`src/rtl/ocr_pkg.sv`:
```
// ----------------------------------------------------------------------------
// ocr_pkg: shared types and constants of the orbit camera rotator
// Payload word types, opcodes, register indexes and the CORDIC angle table.
// ----------------------------------------------------------------------------
`default_nettype none
package ocr_pkg;

   localparam int CordicStepsDefault = 16;
   localparam int CordicStepsMax     = 30;

   localparam logic [1:0] OP_YAW   = 2'd0;
   localparam logic [1:0] OP_PITCH = 2'd1;
   localparam logic [1:0] OP_LOAD  = 2'd2;
   localparam logic [1:0] OP_SPARE = 2'd3;

   localparam logic [2:0] REG_PIVOT_X = 3'd0;
   localparam logic [2:0] REG_PIVOT_Y = 3'd1;
   localparam logic [2:0] REG_PIVOT_Z = 3'd2;
   localparam logic [2:0] REG_UP_X    = 3'd3;
   localparam logic [2:0] REG_UP_Y    = 3'd4;
   localparam logic [2:0] REG_UP_Z    = 3'd5;

   localparam logic [63:0] ANG_COEF = 64'd447981339002;
   // The coefficient fits in 39 bits; it is applied as a low and a high part.
   localparam logic [19:0] ANG_COEF_LO = ANG_COEF[19:0];
   localparam logic [18:0] ANG_COEF_HI = ANG_COEF[38:20];
   localparam logic signed [33:0] CORDIC_K = 34'sd652032874;
   localparam logic signed [31:0] Q_ONE = 32'sd65536;

   typedef struct packed {
      logic [1:0]         opcode;
      logic signed [31:0] amount;
      logic signed [31:0] new_pos_x;
      logic signed [31:0] new_pos_y;
      logic signed [31:0] new_pos_z;
   } req_word_type;

   typedef struct packed {
      logic signed [31:0] pos_x;
      logic signed [31:0] pos_y;
      logic signed [31:0] pos_z;
      logic signed [31:0] dir_x;
      logic signed [31:0] dir_y;
      logic signed [31:0] dir_z;
      logic signed [31:0] upv_x;
      logic signed [31:0] upv_y;
      logic signed [31:0] upv_z;
      logic signed [31:0] rightv_x;
      logic signed [31:0] rightv_y;
      logic signed [31:0] rightv_z;
   } rsp_word_type;

   // Datapath operations, one per controller step.
   typedef enum logic [3:0] {
      DP_NOP,
      DP_PHASE,     // latch low part of the phase product
      DP_PHASE_HI,  // add high part of the phase product
      DP_FOLD,      // quadrant fold, CORDIC init
      DP_CORDIC,    // one CORDIC iteration
      DP_FLIP,      // negate cos/sin if folded
      DP_SETVEC,    // select vector and base, compute D
      DP_MUL,       // one multiply into the accumulator
      DP_DOT,       // saturate dot
      DP_N0,        // store n0, n1
      DP_N2,        // store n2
      DP_RES,       // saturate and write back one component
      DP_LOAD       // load position
   } dp_op_type;

   typedef struct packed {
      dp_op_type  op;
      logic [1:0] vec;   // 0 pos, 1 dir, 2 up, 3 right
      logic [1:0] comp;  // component index
      logic [3:0] term;  // multiply selector
      logic [4:0] iter;  // CORDIC iteration
   } dp_cmd_type;

   function automatic logic signed [31:0] atan_entry(input logic [4:0] i);
      case (i)
         5'd0:  atan_entry = 32'sd536870912;
         5'd1:  atan_entry = 32'sd316933406;
         5'd2:  atan_entry = 32'sd167458907;
         5'd3:  atan_entry = 32'sd85004756;
         5'd4:  atan_entry = 32'sd42667331;
         5'd5:  atan_entry = 32'sd21354465;
         5'd6:  atan_entry = 32'sd10679838;
         5'd7:  atan_entry = 32'sd5340245;
         5'd8:  atan_entry = 32'sd2670163;
         5'd9:  atan_entry = 32'sd1335086;
         5'd10: atan_entry = 32'sd667544;
         5'd11: atan_entry = 32'sd333772;
         5'd12: atan_entry = 32'sd166886;
         5'd13: atan_entry = 32'sd83443;
         5'd14: atan_entry = 32'sd41722;
         5'd15: atan_entry = 32'sd20861;
         5'd16: atan_entry = 32'sd10430;
         5'd17: atan_entry = 32'sd5215;
         5'd18: atan_entry = 32'sd2608;
         5'd19: atan_entry = 32'sd1304;
         5'd20: atan_entry = 32'sd652;
         5'd21: atan_entry = 32'sd326;
         5'd22: atan_entry = 32'sd163;
         5'd23: atan_entry = 32'sd81;
         5'd24: atan_entry = 32'sd41;
         5'd25: atan_entry = 32'sd20;
         5'd26: atan_entry = 32'sd10;
         5'd27: atan_entry = 32'sd5;
         5'd28: atan_entry = 32'sd3;
         5'd29: atan_entry = 32'sd1;
         default: atan_entry = 32'sd0;
      endcase
   endfunction

   function automatic logic signed [31:0] sat32(input logic signed [65:0] v);
      if (v > 66'sd2147483647) sat32 = 32'sh7fffffff;
      else if (v < -66'sd2147483648) sat32 = 32'sh80000000;
      else sat32 = v[31:0];
   endfunction

endpackage
`default_nettype wire

```
`src/rtl/ocr_controller.sv`:
```
// ----------------------------------------------------------------------------
// ocr_controller: sequencer of the orbit camera rotator
// Steps the datapath through phase, CORDIC and the Rodrigues terms, or a load.
// ----------------------------------------------------------------------------
`default_nettype none
module ocr_controller #(
   parameter int CORDIC_STEPS = ocr_pkg::CordicStepsDefault
) (
   input  wire logic              clock,
   input  wire logic              reset,
   input  wire logic              req_valid,
   input  wire logic [1:0]        req_opcode,
   output logic                   req_stall,
   output logic                   req_take,
   output ocr_pkg::dp_cmd_type    cmd,
   output logic                   done
);
   import ocr_pkg::*;

   typedef enum logic [3:0] {
      S_IDLE, S_DECODE, S_PHASE, S_PHASE_HI, S_FOLD, S_CORDIC, S_FLIP, S_SETVEC,
      S_SEL, S_ACC, S_DONE
   } state_type;

   localparam logic [4:0] LastIter = 5'(CORDIC_STEPS - 1);

   state_type  state_ff, state_in;
   logic [1:0] op_ff, op_in;
   logic [1:0] vec_ff, vec_in;
   logic [4:0] iter_ff, iter_in;
   logic [4:0] step_ff, step_in;  // Rodrigues micro-step within one vector

   // Micro-step table: term code, component and finishing op.
   logic [3:0] st_term;
   logic [1:0] st_comp;
   dp_op_type  st_fin;
   logic       st_last_mul;
   always_comb begin
      st_term = 4'd0; st_comp = 2'd0; st_fin = DP_NOP; st_last_mul = 1'b0;
      case (step_ff)
         5'd0: begin st_term = 4'd0; end
         5'd1: begin st_term = 4'd1; end
         5'd2: begin st_term = 4'd2; st_fin = DP_DOT; st_last_mul = 1'b1; end
         5'd3: begin st_term = 4'd3; st_comp = 2'd0; st_fin = DP_N0; st_last_mul = 1'b1; end
         5'd4: begin st_term = 4'd3; st_comp = 2'd1; st_fin = DP_N0; st_last_mul = 1'b1; end
         5'd5: begin st_term = 4'd3; st_comp = 2'd2; st_fin = DP_N0; st_last_mul = 1'b1; end
         5'd6: begin st_term = 4'd4; end
         5'd7: begin st_term = 4'd5; st_comp = 2'd0; st_fin = DP_N2; st_last_mul = 1'b1; end
         5'd8: begin st_term = 4'd6; end
         5'd9: begin st_term = 4'd7; st_comp = 2'd1; st_fin = DP_N2; st_last_mul = 1'b1; end
         5'd10: begin st_term = 4'd8; end
         5'd11: begin st_term = 4'd9; st_comp = 2'd2; st_fin = DP_N2; st_last_mul = 1'b1; end
         5'd12: begin st_term = 4'd10; st_comp = 2'd0; end
         5'd13: begin st_term = 4'd11; st_comp = 2'd0; st_fin = DP_RES; st_last_mul = 1'b1; end
         5'd14: begin st_term = 4'd10; st_comp = 2'd1; end
         5'd15: begin st_term = 4'd11; st_comp = 2'd1; st_fin = DP_RES; st_last_mul = 1'b1; end
         5'd16: begin st_term = 4'd10; st_comp = 2'd2; end
         5'd17: begin st_term = 4'd11; st_comp = 2'd2; st_fin = DP_RES; st_last_mul = 1'b1; end
         default: ;
      endcase
   end

   logic fin_ff, fin_in;  // pending finishing op after the last accumulate

   always_comb begin
      state_in = state_ff; op_in = op_ff; vec_in = vec_ff;
      iter_in = iter_ff; step_in = step_ff; fin_in = 1'b0;
      cmd = '{op: DP_NOP, vec: vec_ff, comp: st_comp, term: st_term, iter: iter_ff};
      req_take = 1'b0;
      done = 1'b0;
      req_stall = (state_ff != S_IDLE);
      case (state_ff)
         S_IDLE: if (req_valid) begin
            req_take = 1'b1; op_in = req_opcode; state_in = S_DECODE;
         end
         S_DECODE: begin
            if (op_ff == OP_YAW || op_ff == OP_PITCH) state_in = S_PHASE;
            else begin
               if (op_ff == OP_LOAD) cmd.op = DP_LOAD;
               state_in = S_DONE;
            end
         end
         S_PHASE: begin cmd.op = DP_PHASE; state_in = S_PHASE_HI; end
         S_PHASE_HI: begin cmd.op = DP_PHASE_HI; state_in = S_FOLD; end
         S_FOLD: begin cmd.op = DP_FOLD; iter_in = 5'd0; state_in = S_CORDIC; end
         S_CORDIC: begin
            cmd.op = DP_CORDIC;
            iter_in = iter_ff + 5'd1;
            if (iter_ff == LastIter) state_in = S_FLIP;
         end
         S_FLIP: begin cmd.op = DP_FLIP; vec_in = 2'd0; state_in = S_SETVEC; end
         S_SETVEC: begin cmd.op = DP_SETVEC; step_in = 5'd0; state_in = S_SEL; end
         S_SEL: begin
            // Product is selected here; it is registered for the next cycle.
            state_in = S_ACC;
         end
         S_ACC: begin
            if (!fin_ff) begin
               cmd.op = DP_MUL;
               if (st_last_mul) begin fin_in = 1'b1; end
               else begin step_in = step_ff + 5'd1; state_in = S_SEL; end
            end else begin
               cmd.op = st_fin;
               if (step_ff == 5'd17) begin
                  if (vec_ff == 2'd3 || (vec_ff == 2'd2 && op_ff == OP_PITCH))
                     state_in = S_DONE;
                  else begin vec_in = vec_ff + 2'd1; state_in = S_SETVEC; end
               end else begin
                  step_in = step_ff + 5'd1; state_in = S_SEL;
               end
            end
         end
         S_DONE: begin done = 1'b1; state_in = S_IDLE; end
         default: state_in = S_IDLE;
      endcase
   end

   always_ff @(posedge clock) begin
      if (reset) begin
         state_ff <= S_IDLE; op_ff <= 2'd0; vec_ff <= 2'd0;
         iter_ff <= 5'd0; step_ff <= 5'd0; fin_ff <= 1'b0;
      end else begin
         state_ff <= state_in; op_ff <= op_in; vec_ff <= vec_in;
         iter_ff <= iter_in; step_ff <= step_in; fin_ff <= fin_in;
      end
   end
endmodule
`default_nettype wire

```
`config.mk`:
```
export PLATFORM = sky130hd
export DESIGN_NAME = ocr_controller
export DESIGN_NICKNAME = d
export VERILOG_FILES = /design/src/rtl/ocr_pkg.sv /design/src/rtl/ocr_controller.sv
export SDC_FILE = /design/constraint.sdc
export NUM_CORES = 1
export LEC_CHECK = 0
export BUFFER_PORTS_ARGS = -buffer_cell sky130_fd_sc_hd__buf_4
export CORE_MARGIN = 5
export CORE_UTILIZATION = 54
export CTS_CLUSTER_DIAMETER = 60
export DETAILED_ROUTE_END_ITERATION = 8
export PLACE_DENSITY = 0.83
export SYNTH_ARGS = -nofsm -noshare
export SYNTH_HDL_FRONTEND = slang
export SYNTH_SLANG_ARGS = --single-unit
```
`constraint.sdc`:
```
create_clock -name clock -period 3.3 [get_ports clock]
set_clock_uncertainty 0.2 [all_clocks]
set_input_delay 0.495 -clock clock [delete_from_list [all_inputs] [get_ports clock]]
set_output_delay 0.495 -clock clock [all_outputs]
set_load 0.01 [all_outputs]
```
==> summary.md, run 1 <==
| Metric | Value |
|---|---|
| Post-synth EDFFs | `0` |
| Last weighted congestion value of the routability-driven placer | `0.864` |
| Smallest setup slack after layout | `0.319 ns` |
| Port buffer count | `24` |
| Overall power after layout | `0.438 mW` |
| Run status | `completed` |
| DRC violation total after the first TritonRoute iteration | `128` |
| N_diodes | `0` |
| Placement Rows | `19` |
| Worst R2R Setup Slack | `0.70 ns` |
| Number of fill cells in the layout | `243` |
| Maximum number of buffers from clock root to sink | `2` |
| Arrival @ worst endpoint | `2.29 ns` |
| Cts bufs inserted | `3` |
| Peak Freq | `0.335 GHz` |
| Max-cap viol count | `0` |
| Cell types with the highest counts after synthesis | `sky130_fd_sc_hd__nor2_1 (31), sky130_fd_sc_hd__dfxtp_1 (19), sky130_fd_sc_hd__a21oi_1 (16), sky130_fd_sc_hd__nand2_1 (16), sky130_fd_sc_hd__o21ai_0 (11)` |
| Later-pin clock latency in the skew report | `0.32 ns` |
| Number of nets produced by synthesis | `216` |
| Area enclosed by the die boundary | `3890 um^2` |
| Global-route usage over all layers | `19.2%` |
| Clock-pin slew on the worst setup and hold paths | `0.12 ns` |
| Iteration count of the initial detailed-routing pass | `4` |
| Final Critical Period | `2.98 ns` |
| Cell leakage power | `0.667 nW` |
| Die span in x | `62.4 um` |
| Top-level port count | `25` |
| CTS Hold Bufs | `0` |
| CP endpoint kind | `primary output` |
| Post-route fraction of the period consumed by the critical path | `90.3%` |
| Drt total wl | `3.55 mm` |
| Setup repair after global routing missed its margin | `false` |
| Dominant cell by count in the synthesized netlist | `sky130_fd_sc_hd__nor2_1` |
| Clock tree from TritonCTS | `built` |
| Power per standard cell area | `262 nW/um^2` |
| Async SR Flop Fraction | `0%` |
| Residual DRC | `0` |
| Startpoint types | `flip-flop` |
| Biggest area consumer among synthesized cells | `sky130_fd_sc_hd__dfxtp_1` |
| Normalized max-slew margin | `57.8%` |
| Starting density of the core | `55.1%` |
| Transition time of the tightest slew-check pin | `0.625 ns` |
| Deepest level of the CTS H-tree | `1` |
| Total of endpoints with negative setup slack in the final report | `0` |
| Number of gates resized after cts | `0` |
| Hold Violations, Final | `0` |
| Antenna violations before repair | `0` |
| Vias in the first global route | `1,354` |
| Critical path fanouts, max | `8` |
| Root Buffer Master | `sky130_fd_sc_hd__clkbuf_4` |
| Share of layout cells above drive strength 1 | `15.1%` |
| Number of warnings reported in the yosys synthesis log | `0` |
| Fin. max-slew vios | `0` |
| Class of the most critical hold timing path | `input port to flip-flop` |
| Layout area overhead | `13.2%` |
| Gate Count Post-Synth | `202` |
| Most used DFF post-synth | `sky130_fd_sc_hd__dfxtp_1` |
| Detailed-placement wirelength estimate | `2.66 mm` |
| Post-synth top area share | `25.7%` |
| Post-synthesis cell type count | `51` |
| Clock tree sinks | `19` |
| Mean instance size in the synthesized netlist | `7.33 um^2` |
| Sum of negative setup slack | `0 ns` |
| Grt total ovfl | `0` |
| Vias per inst | `6.01` |
| Share of the core filled with cells | `62.4%` |
| Vias after detailed routing | `1,497` |
| Flip-flop and latch count after synthesis | `19` |
| Drt wl/cell | `14.3 um` |
| Critical path type | `flip-flop to primary output` |
| Leading cell types by total area after synthesis | `sky130_fd_sc_hd__dfxtp_1 (26%), sky130_fd_sc_hd__nor2_1 (7.9%), sky130_fd_sc_hd__ha_1 (7.6%), sky130_fd_sc_hd__a21oi_1 (5.4%), sky130_fd_sc_hd__nand2_1 (4.1%)` |
| Cell area after synthesis | `1480 um^2` |
| Sequential share of the synthesized area | `25.7%` |
| Maximum number of pins on one net before global-route repair | `22` |
| Buffers inserted by post-CTS timing repair | `0` |
| Vertical die dimension | `62.4 um` |
| Core ar. | `2690 um^2` |
| DRT antenna net count | `0` |
| Required time of the critical path | `2.60 ns` |
| Pre-CTS setup slack | `0.693 ns` |
| Total number of nets in the final design | `233` |
| VDD IR max | `0.316 mV` |
| First-pass GRT wire length | `6.28 mm` |
power breakdown:
| part | total [mW] | internal [mW] | switching, mW |
|---|---|---|---|
| registers | 0.249 | 0.235 | 0.0137 |
| logic | 0.0631 | 0.0304 | 0.0327 |
| clock network | 0.127 | 0.0464 | 0.0802 |
final cells by class:
type                       instances  area [um^2]  share of cell area, %
timing repair buffer              24          180                   10.8
multi-input combinational        161         1010                   60.2
sequential                        19          380                   22.7
inverter                          10         37.5                   2.24
clock buffer                       3         22.5                   1.34
tap                               31         38.8                   2.32
clock inverter                     1         7.51                  0.448
cell families after synthesis:
kind of cell,Yosys count,synth area share (%)
flops,19,25.7
mux,4,2.79
fa+ha+maj,9,7.61
simple gates,94,35.0
xor+xnor,2,1.18
buf+inv,22,6.17
compound gates,52,21.6
placed cells by master (no fill, tap or decap), drive strengths merged, types with 2 or more instances in the layout:
cell type,netlist,layout
o21ai,15,15
inv,10,10
o22ai,4,4
ha,9,9
dfxtp,19,19
nand2,16,16
nor3b,5,5
a21oi,16,16
o221ai,3,3
buf,5,24
nor4,2,2
or2,3,3
clkbuf,7,3
nor3,6,6
nand2b,4,4
xnor2,2,2
nor2,31,31
nand3,7,7
mux2i,3,3
or2b,2,2
nand4b,2,2
a31oi,3,3
a21boi,2,2
nand4,2,2
and3,3,3
or4,2,2
o31ai,3,3
stage by stage:
| step | hold WS, ns | std cells | instance area (um^2) |
|---|---|---|---|
| 3_5_place_dp | 0.269 | 245 | 1650 |
| 6_report | 0.202 | 249 | 1680 |
| 4_1_cts | 0.194 | 249 | 1680 |
| 5_1_grt | 0.221 | 249 | 1680 |
| 3_3_place_gp | 0.262 | 245 | 1650 |
| 2_1_floorplan | 0.270 | 202 | 1480 |
final timing paths:
| kind | startpoint | cells past startpoint | end |
|---|---|---|---|
| worst max-delay path | step_ff[1] | 7 | cmd[16] |
| worst min-delay path | req_opcode[0] | 3 | op_ff[0] |
| worst max register to register | step_ff[0] | 8 | step_ff[3] |
| worst min register to register | iter_ff[4] | 2 | iter_ff[4] |
worst max-delay path: stages (launching register included):
cell and delay, ns:
sky130_fd_sc_hd__dfxtp_1 0.36, sky130_fd_sc_hd__inv_1 0.09, sky130_fd_sc_hd__ha_1 0.33, sky130_fd_sc_hd__nor3b_2 0.09
sky130_fd_sc_hd__o41ai_1 0.59, sky130_fd_sc_hd__nor3_1 0.11, sky130_fd_sc_hd__o31ai_1 0.23, sky130_fd_sc_hd__buf_4 0.17
flip-flops by register name, indices dropped and copies added, names as in the netlist:
register	count
state_ff	4
fin_ff	1
iter_ff	5
op_ff	2
step_ff	5
vec_ff	2
routing by layer:
layer,GRT usage (%),wire length [um],up-vias
met2,30.3,1730,30
met4,7.43,59,0
met1,26.2,1620,705
met3,2.70,142,5
li1,-,-,757
met5,0,0,-
No activity file was read; power rests on OpenSTA's default activity.
==> run 2: changes to the inputs <==
- REMOVE_ABC_BUFFERS: unset -> 1
==> summary.md, run 2 (synthesis gave the netlist of run 1 again) <==
| Metric | Value |
|---|---|
| Run status | `completed` |
| Fin. max-slew vios | `0 (unchanged)` |
| Combined area of the multi-input logic cells | `1010 um^2 (unchanged)` |
| Starting density of the core | `55.1% (unchanged)` |
| DRT antenna net count | `0 (unchanged)` |
| Cts bufs inserted | `3 (unchanged)` |
| First-pass GRT wire length | `5.89 mm (-6.3%)` |
| Layout Cells excl Fill | `249 (unchanged)` |
| Post-route fraction of the period consumed by the critical path | `87.2% (-3.1 points)` |
| Part of the power in the clock network | `27.4% (-1.5 points)` |
| Pre-CTS setup slack | `0.690 ns (-0.00311 ns)` |
| Drt total wl | `3.35 mm (-5.6%)` |
| Required time of the critical path | `2.60 ns (about the same)` |
| Logic pwr share | `14.7% (+0.3 points)` |
| Internal | `0.312 mW (+0.19%)` |
| Core ar. | `2690 um^2 (unchanged)` |
| Clock tree from TritonCTS | `built` |
| Area enclosed by the die boundary | `3890 um^2 (unchanged)` |
| Startpoint types | `flip-flop` |
| Part of the power in registers | `58.0% (+1.3 points)` |
| Layout area overhead | `12.9%` |
| CTS Hold Bufs | `0 (unchanged)` |
| Top-level port count | `25 (unchanged)` |
| Class of the most critical hold timing path | `input port to flip-flop` |
| Deepest level of the CTS H-tree | `1 (unchanged)` |
| Critical path fanouts, max | `9 (+1)` |
| CP endpoint kind | `primary output` |
| Drt wl/cell | `13.5 um (-5.6%)` |
| Vias in the first global route | `1,365 (+0.81%)` |
| Switching portion of total power | `27.2% (-1.7 points)` |
| Peak Freq | `0.347 GHz (+3.6%)` |
| Number of gates resized after cts | `0 (unchanged)` |
| Setup repair after global routing missed its margin | `false` |
| Placement Rows | `19 (unchanged)` |
| Critical path type | `flip-flop to primary output` |
| Share of layout cells above drive strength 1 | `14.7% (-0.46 points)` |
| Total number of nets in the final design | `233 (unchanged)` |
| Cell leakage power | `0.668 nW (+0.15%)` |
| Clock-pin slew on the worst setup and hold paths | `0.11 ns (about the same)` |
| Antenna violations before repair | `0 (unchanged)` |
| Final Critical Period | `2.88 ns (-0.103 ns)` |
| Die span in x | `62.4 um (unchanged)` |
| N_diodes | `0 (unchanged)` |
| Share of the core filled with cells | `62.2% (-0.14 points)` |
| Cell area after placement | `1650 um^2 (unchanged)` |
| Sum of negative setup slack | `0 ns (unchanged)` |
| Normalized max-slew margin | `57.7% (-0.083 points)` |
| Residual DRC | `0 (unchanged)` |
| Clock tree sinks | `19 (unchanged)` |
| Number of fill cells in the layout | `250 (+2.9%)` |
| Most common cell after layout, fill and taps aside | `sky130_fd_sc_hd__nor2_1` |
| Smallest setup slack after layout | `0.422 ns (+0.103 ns)` |
| Maximum number of pins on one net before global-route repair | `22 (unchanged)` |
| Vertical die dimension | `62.4 um (unchanged)` |
| Detailed-placement wirelength estimate | `2.53 mm (-4.7%)` |
| Later-pin clock latency in the skew report | `0.30 ns (-0.02 ns)` |
| Commonest non-fill, non-tap cells in the layout | `sky130_fd_sc_hd__nor2_1 (31), sky130_fd_sc_hd__buf_4 (24), sky130_fd_sc_hd__dfxtp_1 (19)` |
| Biggest registers after layout | `iter_ff (5), step_ff (5), state_ff (4)` |
| Arrival @ worst endpoint | `2.18 ns (-0.11 ns)` |
| VDD IR max | `0.206 mV (-35%)` |
| Total of endpoints with negative setup slack in the final report | `0 (unchanged)` |
| Power per standard cell area | `257 nW/um^2 (-1.9%)` |
| Footprint of the flip-flops and latches | `380 um^2 (unchanged)` |
| Root Buffer Master | `sky130_fd_sc_hd__clkbuf_4` |
| Hold Violations, Final | `0 (unchanged)` |
| DRC violation total after the first TritonRoute iteration | `128 (unchanged)` |
| Transition time of the tightest slew-check pin | `0.634 ns (+0.00857 ns)` |
| Vias per inst | `5.98 (-0.60%)` |
| Last weighted congestion value of the routability-driven placer | `0.862 (-0.22%)` |
| Buffers inserted by post-CTS timing repair | `0 (unchanged)` |
| Vias after detailed routing | `1,488 (-0.60%)` |
| Global-route usage over all layers | `17.7% (-1.5 points)` |
| Grt total ovfl | `0 (unchanged)` |
| Maximum number of buffers from clock root to sink | `2 (unchanged)` |
| Placed Cells | `245 (unchanged)` |
| Iteration count of the initial detailed-routing pass | `4 (unchanged)` |
| Max-cap viol count | `0 (unchanged)` |
| Port buffer count | `24 (unchanged)` |
| Net switching power figure | `0.117 mW (-7.7%)` |
| Area of all placed cells without fillers | `1670 um^2 (-0.22%)` |
[run 2: path summary, 6_finish.rpt]
kind | from | to | slack [ns] | cells after the start
worst max-delay path | step_ff[0] | cmd[14] | 0.42 | 9
worst min-delay path | req_opcode[0] | op_ff[0] | 0.23 | 3
worst max register to register | step_ff[0] | step_ff[3] | 0.67 | 8
worst min register to register | iter_ff[4] | iter_ff[4] | 0.27 | 2
[run 2: metal layers]
layer / track usage [%] / part of all wire (%) / vias to the layer above
met5: 0 / 0 / -
li1: - / - / 761
met1: 24.1 / 49 / 684
met2: 27.7 / 45 / 38
met4: 6.63 / 1.3 / 0
met3: 3.06 / 4.7 / 5
[run 2: cell type report]
class	instances	share of cell area (%)
multi-input cells	161	60.3
inverters	10	2.25
clock buffers	4	1.57
repair buffers	24	10.8
flip-flops and latches	19	22.8
well taps	31	2.32
[run 2: critical path: stages (launching register included)]
cell and delay (ns):
sky130_fd_sc_hd__dfxtp_1 0.36, sky130_fd_sc_hd__ha_1 0.31, sky130_fd_sc_hd__and3_1 0.22, sky130_fd_sc_hd__ha_1 0.19, sky130_fd_sc_hd__inv_1 0.08, sky130_fd_sc_hd__o221ai_2 0.12, sky130_fd_sc_hd__or2_1 0.27, sky130_fd_sc_hd__nor2_1 0.09
sky130_fd_sc_hd__o22ai_1 0.08, sky130_fd_sc_hd__buf_4 0.16
[run 2: power by group through the flow]
stage	Sequential [mW]	Combinational, mW	Clock (mW)
detailed placement	0.254	0.0630	0
finish	0.249	0.0629	0.117
global placement	0.254	0.0622	0
CTS	0.249	0.0632	0.123
global route	0.251	0.0702	0.134
floorplan	0.250	0.0385	0
[run 2: through the flow]
step           total power, mW  hold WS [ns]
4_1_cts                  0.435         0.220
5_1_grt                  0.455         0.238
3_5_place_dp             0.317         0.263
2_1_floorplan            0.288         0.270
6_report                 0.429         0.230
3_3_place_gp             0.316         0.258
